`src/sv/gdd_pkg.sv`:
```
// ----------------------------------------------------------------------------
// gdd_pkg - shared types and constants for the date difference block
// Field widths, year bounds, calendar tables, status codes and lane results.
// ----------------------------------------------------------------------------
`default_nettype none

package gdd_pkg;

    localparam int MONTH_W  = 4;
    localparam int DAY_W    = 5;
    localparam int YEAR_W   = 14;
    localparam int COUNT_W  = 22;
    localparam int STATUS_W = 2;
    // serial day number: 365 * 16383 plus corrections stays below 2^23
    localparam int SERIAL_W = 23;

    localparam int MIN_YEAR = 1000;
    localparam int MAX_YEAR = 9999;

    // x / 25 == (x * 1311) >> 15 for x < 4096
    localparam int RECIP25   = 1311;
    localparam int RECIP_SH  = 15;
    localparam int PROD_W    = 23;

    typedef enum logic [STATUS_W-1:0] {
        ST_OK         = 2'd0,
        ST_FIRST_BAD  = 2'd1,
        ST_SECOND_BAD = 2'd2,
        ST_NOT_LATER  = 2'd3
    } t_status;

    typedef struct packed {
        logic                date_ok;
        logic [SERIAL_W-1:0] serial;
    } t_lane_res;

    function automatic logic [8:0] days_before_month(input logic [MONTH_W-1:0] m);
        logic [8:0] v;
        case (m)
            4'd1:    v = 9'd0;
            4'd2:    v = 9'd31;
            4'd3:    v = 9'd59;
            4'd4:    v = 9'd90;
            4'd5:    v = 9'd120;
            4'd6:    v = 9'd151;
            4'd7:    v = 9'd181;
            4'd8:    v = 9'd212;
            4'd9:    v = 9'd243;
            4'd10:   v = 9'd273;
            4'd11:   v = 9'd304;
            4'd12:   v = 9'd334;
            default: v = 9'd0;
        endcase
        return v;
    endfunction

    function automatic logic [DAY_W-1:0] month_len(input logic [MONTH_W-1:0] m);
        logic [DAY_W-1:0] v;
        case (m)
            4'd2:    v = 5'd28;
            4'd4:    v = 5'd30;
            4'd6:    v = 5'd30;
            4'd9:    v = 5'd30;
            4'd11:   v = 5'd30;
            default: v = 5'd31;
        endcase
        return v;
    endfunction

endpackage

`default_nettype wire

```
`src/sv/gdd_in_if.sv`:
```
// ----------------------------------------------------------------------------
// gdd_in_if - request channel carrying a pair of dates
// Valid/ready handshake with the six date fields as payload.
// ----------------------------------------------------------------------------
`default_nettype none

interface gdd_in_if;
    logic                         valid;
    logic                         ready;
    logic [gdd_pkg::MONTH_W-1:0]  first_month;
    logic [gdd_pkg::DAY_W-1:0]    first_day;
    logic [gdd_pkg::YEAR_W-1:0]   first_year;
    logic [gdd_pkg::MONTH_W-1:0]  second_month;
    logic [gdd_pkg::DAY_W-1:0]    second_day;
    logic [gdd_pkg::YEAR_W-1:0]   second_year;

    modport source (
        output valid, first_month, first_day, first_year,
               second_month, second_day, second_year,
        input  ready
    );
    modport sink (
        input  valid, first_month, first_day, first_year,
               second_month, second_day, second_year,
        output ready
    );
endinterface

`default_nettype wire

```
`src/sv/gdd_out_if.sv`:
```
// ----------------------------------------------------------------------------
// gdd_out_if - result channel
// Valid/ready handshake with day count and status as payload.
// ----------------------------------------------------------------------------
`default_nettype none

interface gdd_out_if;
    logic                          valid;
    logic                          ready;
    logic [gdd_pkg::COUNT_W-1:0]   day_count;
    logic [gdd_pkg::STATUS_W-1:0]  status;

    modport source (
        output valid, day_count, status,
        input  ready
    );
    modport sink (
        input  valid, day_count, status,
        output ready
    );
endinterface

`default_nettype wire

```
`src/sv/gdd_lane.sv`:
```
// ----------------------------------------------------------------------------
// gdd_lane - per-date validity check and serial day number
// Two stages: constant products, then quotients, leap rule and the sum.
// ----------------------------------------------------------------------------
`default_nettype none

module gdd_lane (
    input  wire logic                          i_clk,
    input  wire logic                          i_en,
    input  wire logic [gdd_pkg::MONTH_W-1:0]   i_month,
    input  wire logic [gdd_pkg::DAY_W-1:0]     i_day,
    input  wire logic [gdd_pkg::YEAR_W-1:0]    i_year,
    output gdd_pkg::t_lane_res                 o_res
);

    localparam int YW = gdd_pkg::YEAR_W;
    localparam int PW = gdd_pkg::PROD_W;
    localparam int SW = gdd_pkg::SERIAL_W;
    localparam int SH = gdd_pkg::RECIP_SH;

    // ---- stage 1 ----
    logic [YW-1:0]                 n_p;
    logic [SW-1:0]                 r_p365;
    logic [YW-3:0]                 r_p4;
    logic [PW-1:0]                 r_p100_prod;
    logic [PW-1:0]                 r_p400_prod;
    logic [YW-3:0]                 r_y4;
    logic [YW-5:0]                 r_y16;
    logic [PW-1:0]                 r_y100_prod;
    logic [PW-1:0]                 r_y400_prod;
    logic [3:0]                    r_ylo;
    logic                          r_year_ok;
    logic [gdd_pkg::MONTH_W-1:0]   r_month;
    logic [gdd_pkg::DAY_W-1:0]     r_day;

    assign n_p = i_year - YW'(1);

    always_ff @(posedge i_clk) begin
        if (i_en) begin
            r_p365      <= SW'(n_p) * SW'(365);
            r_p4        <= n_p[YW-1:2];
            r_p100_prod <= PW'(n_p[YW-1:2]) * PW'(gdd_pkg::RECIP25);
            r_p400_prod <= PW'(n_p[YW-1:4]) * PW'(gdd_pkg::RECIP25);
            r_y4        <= i_year[YW-1:2];
            r_y16       <= i_year[YW-1:4];
            r_y100_prod <= PW'(i_year[YW-1:2]) * PW'(gdd_pkg::RECIP25);
            r_y400_prod <= PW'(i_year[YW-1:4]) * PW'(gdd_pkg::RECIP25);
            r_ylo       <= i_year[3:0];
            r_year_ok   <= (i_year >= YW'(gdd_pkg::MIN_YEAR)) &&
                           (i_year <= YW'(gdd_pkg::MAX_YEAR));
            r_month     <= i_month;
            r_day       <= i_day;
        end
    end

    // ---- stage 2 ----
    logic [PW-SH-1:0]           c_p100, c_p400, c_y100, c_y400;
    logic                       c_leap;
    logic [gdd_pkg::DAY_W:0]    c_len;
    logic                       c_ok;
    logic [SW-1:0]              c_serial;

    always_comb begin
        c_p100 = r_p100_prod[PW-1:SH];
        c_p400 = r_p400_prod[PW-1:SH];
        c_y100 = r_y100_prod[PW-1:SH];
        c_y400 = r_y400_prod[PW-1:SH];
        // divisible by 4 but not 100, or divisible by 400
        c_leap = ((r_ylo[1:0] == 2'd0) &&
                  (r_y4 != (YW-2)'(c_y100) * (YW-2)'(25))) ||
                 ((r_ylo == 4'd0) &&
                  (r_y16 == (YW-4)'(c_y400) * (YW-4)'(25)));
        c_len  = {1'b0, gdd_pkg::month_len(r_month)} +
                 (gdd_pkg::DAY_W+1)'((r_month == 4'd2) && c_leap);
        c_ok   = r_year_ok && (r_month >= 4'd1) && (r_month <= 4'd12) &&
                 (r_day != '0) && ({1'b0, r_day} <= c_len);
        c_serial = r_p365 + SW'(r_p4) - SW'(c_p100) + SW'(c_p400) +
                   SW'(gdd_pkg::days_before_month(r_month)) + SW'(r_day) +
                   SW'((r_month > 4'd2) && c_leap);
    end

    always_ff @(posedge i_clk) begin
        if (i_en) begin
            o_res.date_ok <= c_ok;
            o_res.serial  <= c_serial;
        end
    end

endmodule

`default_nettype wire

```
`src/sv/gdd_merge.sv`:
```
// ----------------------------------------------------------------------------
// gdd_merge - combines the two lane results
// Picks the status by priority, subtracts serials and saturates the count.
// ----------------------------------------------------------------------------
`default_nettype none

module gdd_merge (
    input  wire logic                          i_clk,
    input  wire logic                          i_en,
    input  wire gdd_pkg::t_lane_res            i_first,
    input  wire gdd_pkg::t_lane_res            i_second,
    output logic [gdd_pkg::COUNT_W-1:0]        o_day_count,
    output logic [gdd_pkg::STATUS_W-1:0]       o_status
);

    localparam int SW = gdd_pkg::SERIAL_W;
    localparam int CW = gdd_pkg::COUNT_W;

    logic [SW-1:0]               c_diff;
    logic [CW-1:0]               n_count;
    gdd_pkg::t_status            n_status;

    always_comb begin
        c_diff   = i_second.serial - i_first.serial;
        n_count  = '0;
        n_status = gdd_pkg::ST_OK;
        if (!i_first.date_ok) begin
            n_status = gdd_pkg::ST_FIRST_BAD;
        end else if (!i_second.date_ok) begin
            n_status = gdd_pkg::ST_SECOND_BAD;
        end else if (i_second.serial <= i_first.serial) begin
            n_status = gdd_pkg::ST_NOT_LATER;
        end else if (c_diff > SW'({CW{1'b1}})) begin
            n_count = '1;
        end else begin
            n_count = c_diff[CW-1:0];
        end
    end

    always_ff @(posedge i_clk) begin
        if (i_en) begin
            o_day_count <= n_count;
            o_status    <= n_status;
        end
    end

endmodule

`default_nettype wire

```
`src/sv/gregorian_date_difference_top.sv`:
```
// ----------------------------------------------------------------------------
// gregorian_date_difference_top - days between two Gregorian dates
//
//   channel   dir   modport   payload
//   i_req     in    sink      first/second month, day, year
//   o_rsp     out   source    day_count, status
//
// Two lane stages (products, then serial number) and the merge stage, which is
// also the output register. One request per cycle while the output is not stalled.
// The whole pipeline advances when the output register is empty or taken;
// a stalled output holds every stage. Reset clears only the valid bits.
// ----------------------------------------------------------------------------
`default_nettype none

module gregorian_date_difference_top (
    input  wire logic  i_clk,
    input  wire logic  i_rst_n,
    gdd_in_if.sink     i_req,
    gdd_out_if.source  o_rsp
);

    logic                r_v1, r_v2, r_v3;
    logic                c_en;
    gdd_pkg::t_lane_res  c_first, c_second;

    assign c_en        = !r_v3 || o_rsp.ready;
    assign i_req.ready = c_en;
    assign o_rsp.valid = r_v3;

    always_ff @(posedge i_clk) begin
        if (!i_rst_n) begin
            r_v1 <= 1'b0;
            r_v2 <= 1'b0;
            r_v3 <= 1'b0;
        end else if (c_en) begin
            r_v1 <= i_req.valid;
            r_v2 <= r_v1;
            r_v3 <= r_v2;
        end
    end

    gdd_lane u_lane_first (
        .i_clk   (i_clk),
        .i_en    (c_en),
        .i_month (i_req.first_month),
        .i_day   (i_req.first_day),
        .i_year  (i_req.first_year),
        .o_res   (c_first)
    );

    gdd_lane u_lane_second (
        .i_clk   (i_clk),
        .i_en    (c_en),
        .i_month (i_req.second_month),
        .i_day   (i_req.second_day),
        .i_year  (i_req.second_year),
        .o_res   (c_second)
    );

    gdd_merge u_merge (
        .i_clk       (i_clk),
        .i_en        (c_en),
        .i_first     (c_first),
        .i_second    (c_second),
        .o_day_count (o_rsp.day_count),
        .o_status    (o_rsp.status)
    );

endmodule

`default_nettype wire

```
`src/flat_wrapper.sv`:
```
// flat-port wrapper written by rule: the top's interface ports become plain ports
module gregorian_date_difference_top_flat 
  (i_clk, i_rst_n, i_req_valid, i_req_first_month, i_req_first_day, i_req_first_year, i_req_second_month, i_req_second_day, i_req_second_year, i_req_ready, o_rsp_valid, o_rsp_day_count, o_rsp_status, o_rsp_ready);
  gdd_in_if i_req_i ();
  gdd_out_if o_rsp_i ();
  input  wire logic i_clk;
  input  wire logic i_rst_n;
  input wire logic [$bits(i_req_i.valid)-1:0] i_req_valid;
  input wire logic [$bits(i_req_i.first_month)-1:0] i_req_first_month;
  input wire logic [$bits(i_req_i.first_day)-1:0] i_req_first_day;
  input wire logic [$bits(i_req_i.first_year)-1:0] i_req_first_year;
  input wire logic [$bits(i_req_i.second_month)-1:0] i_req_second_month;
  input wire logic [$bits(i_req_i.second_day)-1:0] i_req_second_day;
  input wire logic [$bits(i_req_i.second_year)-1:0] i_req_second_year;
  output wire logic [$bits(i_req_i.ready)-1:0] i_req_ready;
  output wire logic [$bits(o_rsp_i.valid)-1:0] o_rsp_valid;
  output wire logic [$bits(o_rsp_i.day_count)-1:0] o_rsp_day_count;
  output wire logic [$bits(o_rsp_i.status)-1:0] o_rsp_status;
  input wire logic [$bits(o_rsp_i.ready)-1:0] o_rsp_ready;
  assign i_req_i.valid = i_req_valid;
  assign i_req_i.first_month = i_req_first_month;
  assign i_req_i.first_day = i_req_first_day;
  assign i_req_i.first_year = i_req_first_year;
  assign i_req_i.second_month = i_req_second_month;
  assign i_req_i.second_day = i_req_second_day;
  assign i_req_i.second_year = i_req_second_year;
  assign i_req_ready = i_req_i.ready;
  assign o_rsp_valid = o_rsp_i.valid;
  assign o_rsp_day_count = o_rsp_i.day_count;
  assign o_rsp_status = o_rsp_i.status;
  assign o_rsp_i.ready = o_rsp_ready;
  gregorian_date_difference_top u_core (.i_clk(i_clk), .i_rst_n(i_rst_n), .i_req(i_req_i), .o_rsp(o_rsp_i));
endmodule
```
`config.mk`:
```
export PLATFORM = sky130hd
export DESIGN_NAME = gregorian_date_difference_top_flat
export DESIGN_NICKNAME = d
export VERILOG_FILES = /design/src/sv/gdd_pkg.sv /design/src/sv/gdd_in_if.sv /design/src/sv/gdd_out_if.sv /design/src/sv/gdd_lane.sv /design/src/sv/gdd_merge.sv /design/src/sv/gregorian_date_difference_top.sv /design/src/flat_wrapper.sv
export SDC_FILE = /design/constraint.sdc
export NUM_CORES = 2
export LEC_CHECK = 0
export ABC_AREA = 1
export BUFFER_PORTS_ARGS = -buffer_cell sky130_fd_sc_hd__clkbuf_2
export CAP_MARGIN = 5
export CORE_AREA = 2 2 316 318
export CTS_CLUSTER_SIZE = 40
export DETAILED_ROUTE_END_ITERATION = 7
export DIE_AREA = 0 0 318 320
export MAX_ROUTING_LAYER = met4
export PLACE_DENSITY = 0.64
export SLEW_MARGIN = 20
export SYNTH_ARGS = -nofsm -noshare
export SYNTH_HDL_FRONTEND = slang
export SYNTH_SLANG_ARGS = --single-unit
```
`constraint.sdc`:
```
create_clock -name i_clk -period 9.2 [get_ports i_clk]
set_input_delay 1.38 -clock i_clk [delete_from_list [all_inputs] [get_ports i_clk]]
set_output_delay 1.38 -clock i_clk [all_outputs]
set_load 0.05 [all_outputs]
```
==> run metrics <==
CP arrival 7940 ps; multi-input logic area 29300 µm²; slew margin rel. 0.295; Synth area leader ha_1; worst-margin pin slew 1060 ps; # port buffers 75; htree depth 2; clock latency on the worst-skew pair 570 ps; Area growth syn-to-layout 8.20%; placer's final routability congestion estimate 0.921; Final setup viols 0; drt drc 0; antenna viol nets, final 0; final slew viol count 0; number of flops mapped to enable cells by yosys 246; CP max stage cell fa_1; post_cts resized 0; Synth top cells by count inv_1 (978), ha_1 (902), nand2_1 (587); final hold violation count 0; achievable clock frequency 131 MHz; initial antenna violation count 6; largest net degree at the start of global routing 81; Vias/cell 4.97; # fillers 9356; Root Driver clkbuf_16; Core Area 98000 µm²; DRT iter0 DRCs 1427; Finished Core Util 0.452; routed wl met3 4.54 mm; CTS tree built; Die Span X 318 µm; post-route design area 44300 µm²; register area 7810 µm²; Tmin final 7620 ps; top cell type's share of synthesized area 0.276; period utilisation layout 0.829; row cnt 115; Worst Setup Path Type input pin to flip-flop; WL met1 44.9 mm; top-count cell post-synth inv_1; Fin Hold WS 469 ps; GR Util All Layers 0.193; clock sink total 267; Post-Syn Area 40900 µm²; max cap viols 0; Synth Flop Type edfxtp_1; RSZ-0062 raised after global routing false; I/O pin count 76; WP data required 9520 ps; count of cell types in the netlist 57; routed wl met2 41.6 mm; cts bufs inserted 37; Die Y 320 µm; layout cells sized above 1 0.0474; CTS clock-pin slew for the worst setup and hold paths 60 ps; remaining global-route overflow 0; crit-path max cell delay 690 ps; critical path peak fanout 10; final wirelength 92.9 mm; worst min-delay path class flip-flop to flip-flop; Layout Nets 5913; wire per inst 15.8 µm; status complete, no violations; Synth area leaders ha_1 (28%), fa_1 (20%), edfxtp_1 (18%); Cells after Synth 4427; YS warnings 0; postcts setup bufs 0; Top Layer Used met4; cts hold-fix bufs 0; die area 102000 µm²; Initial Util 0.417; vias post-DR 29177; DP Area 42900 µm²; DP Wirelength 79.1 mm; Synth Register Bits 267; average size of a mapped cell 9.24 µm²; worst clock skew 24.6 ps; Top cell by count, worst path inv_1; final setup TNS 0 ps; Worst setup EP type flip-flop; global-route wire length before repair 154 mm; register area share after synthesis 0.191; startpoint types input pin; vias in the first global route 29892; CTS Buffer Depth 3; Post-synth ARST share 0; drt first pass iters 5
## area by class of cell
class,count,share of cell area
multi-input combinational,3172,0.663
sequential,267,0.176
inverter,982,0.0835
tap,1287,0.0364
clock buffer,40,0.0212
timing repair buffer,88,0.0107
clock inverter,27,0.00879
antenna,3,0.000170
## routing by layer
metal / up-vias / track usage
met4: 0 / 0.0420
met1: 13866 / 0.263
met2: 502 / 0.306
met3: 112 / 0.0273
met5: - / -
li1: 14697 / -
## path summary, 6_finish.rpt
check | from | to | slack [ps] | cells past startpoint
min reg2reg | u_core.r_v2$_SDFFE_PN0N_ | u_core.o_rsp.valid$_SDFFE_PN0N_ | 470 | 1
max reg2reg | u_core.u_lane_first.r_y400_prod[17]$_DFFE_PN_ | u_core.u_lane_first.o_res[19]$_DFFE_PN_ | 2640 | 26
max | i_req_second_year[4] | u_core.u_lane_second.r_p400_prod[17]$_DFFE_PN_ | 1580 | 25
min | u_core.r_v2$_SDFFE_PN0N_ | u_core.o_rsp.valid$_SDFFE_PN0N_ | 470 | 1
## logic make-up after synthesis
logic type,after synthesis,share of synthesized area
and+or+nand+nor,1078,0.113
xor gates and xnor gates,214,0.0466
buffers and inverters,989,0.0920
adders and majority gates,1315,0.478
DFF,267,0.191
other,1,0.0000917
AOI/OAI and AO/OA,563,0.0795
## sequential cells by signal, summed over array words and instances (netlist names), 5 cells and up, named ones only
name                              cells
u_core.u_lane_first.r_p400_prod       6
u_core.u_lane_second.r_y400_prod      6
u_core.u_lane_first.r_p365           23
u_core.u_lane_second.r_p4            12
u_core.u_lane_second.o_res           24
u_core.u_lane_second.r_day            5
u_core.u_lane_second.r_p365          23
u_core.u_lane_second.r_y4            12
u_core.u_lane_second.r_p400_prod      6
u_core.u_lane_first.r_p100_prod       8
u_core.u_lane_second.r_y100_prod      8
u_core.u_lane_first.r_y100_prod       8
u_core.u_lane_first.r_day             5
u_core.u_lane_first.r_y4             12
u_core.u_lane_second.r_p100_prod      8
u_core.u_merge.o_day_count           22
u_core.u_lane_first.o_res            24
u_core.u_lane_first.r_p4             12
u_core.u_lane_first.r_y400_prod       6
## critical path, delay by kind of cell
family          cells  cell delay [ps]
compound gates      4              820
fa+ha+maj           7             3140
simple gates        5              530
xor+xnor            2              790
buf+inv             7             1260
## per-stage QoR
| stage | worst slack, ps | instances |
|---|---|---|
| after floorplan | 2080 | 4428 |
| after global placement | 1070 | 5796 |
| after detailed placement | 977 | 5796 |
| after CTS | 1590 | 5863 |
| after global routing | 1050 | 5866 |
| final | 1580 | 5866 |
## layout by cell type (no fill, tap or decap), types with 4 or more instances in the layout
cell        instances
nand2_2             9
bufinv_16           6
a21oi_2            23
nand3b_1            9
and2_1              5
nor4_1             16
nor2_1            195
nand2_1           587
clkinv_4            4
o21ai_0           130
o211ai_1           10
clkinvlp_4          5
nor3_1             43
o31ai_1            16
inv_2               4
a21oi_1           261
ha_1              902
dfxtp_1            21
edfxtp_1          246
o21ai_1            18
xnor2_1            67
nand3_1           138
a211oi_1            5
a21o_1             27
xor2_1            145
nand4_1            45
or2_2              14
clkbuf_2           75
o21bai_1           15
a21boi_0            8
clkbuf_16          37
o21a_1             15
a31oi_1            18
inv_1             977
fa_1              413
buf_4              13
Power is not shown: default switching activity piles up to over one toggle a cycle in this logic, so the estimate is an artifact.
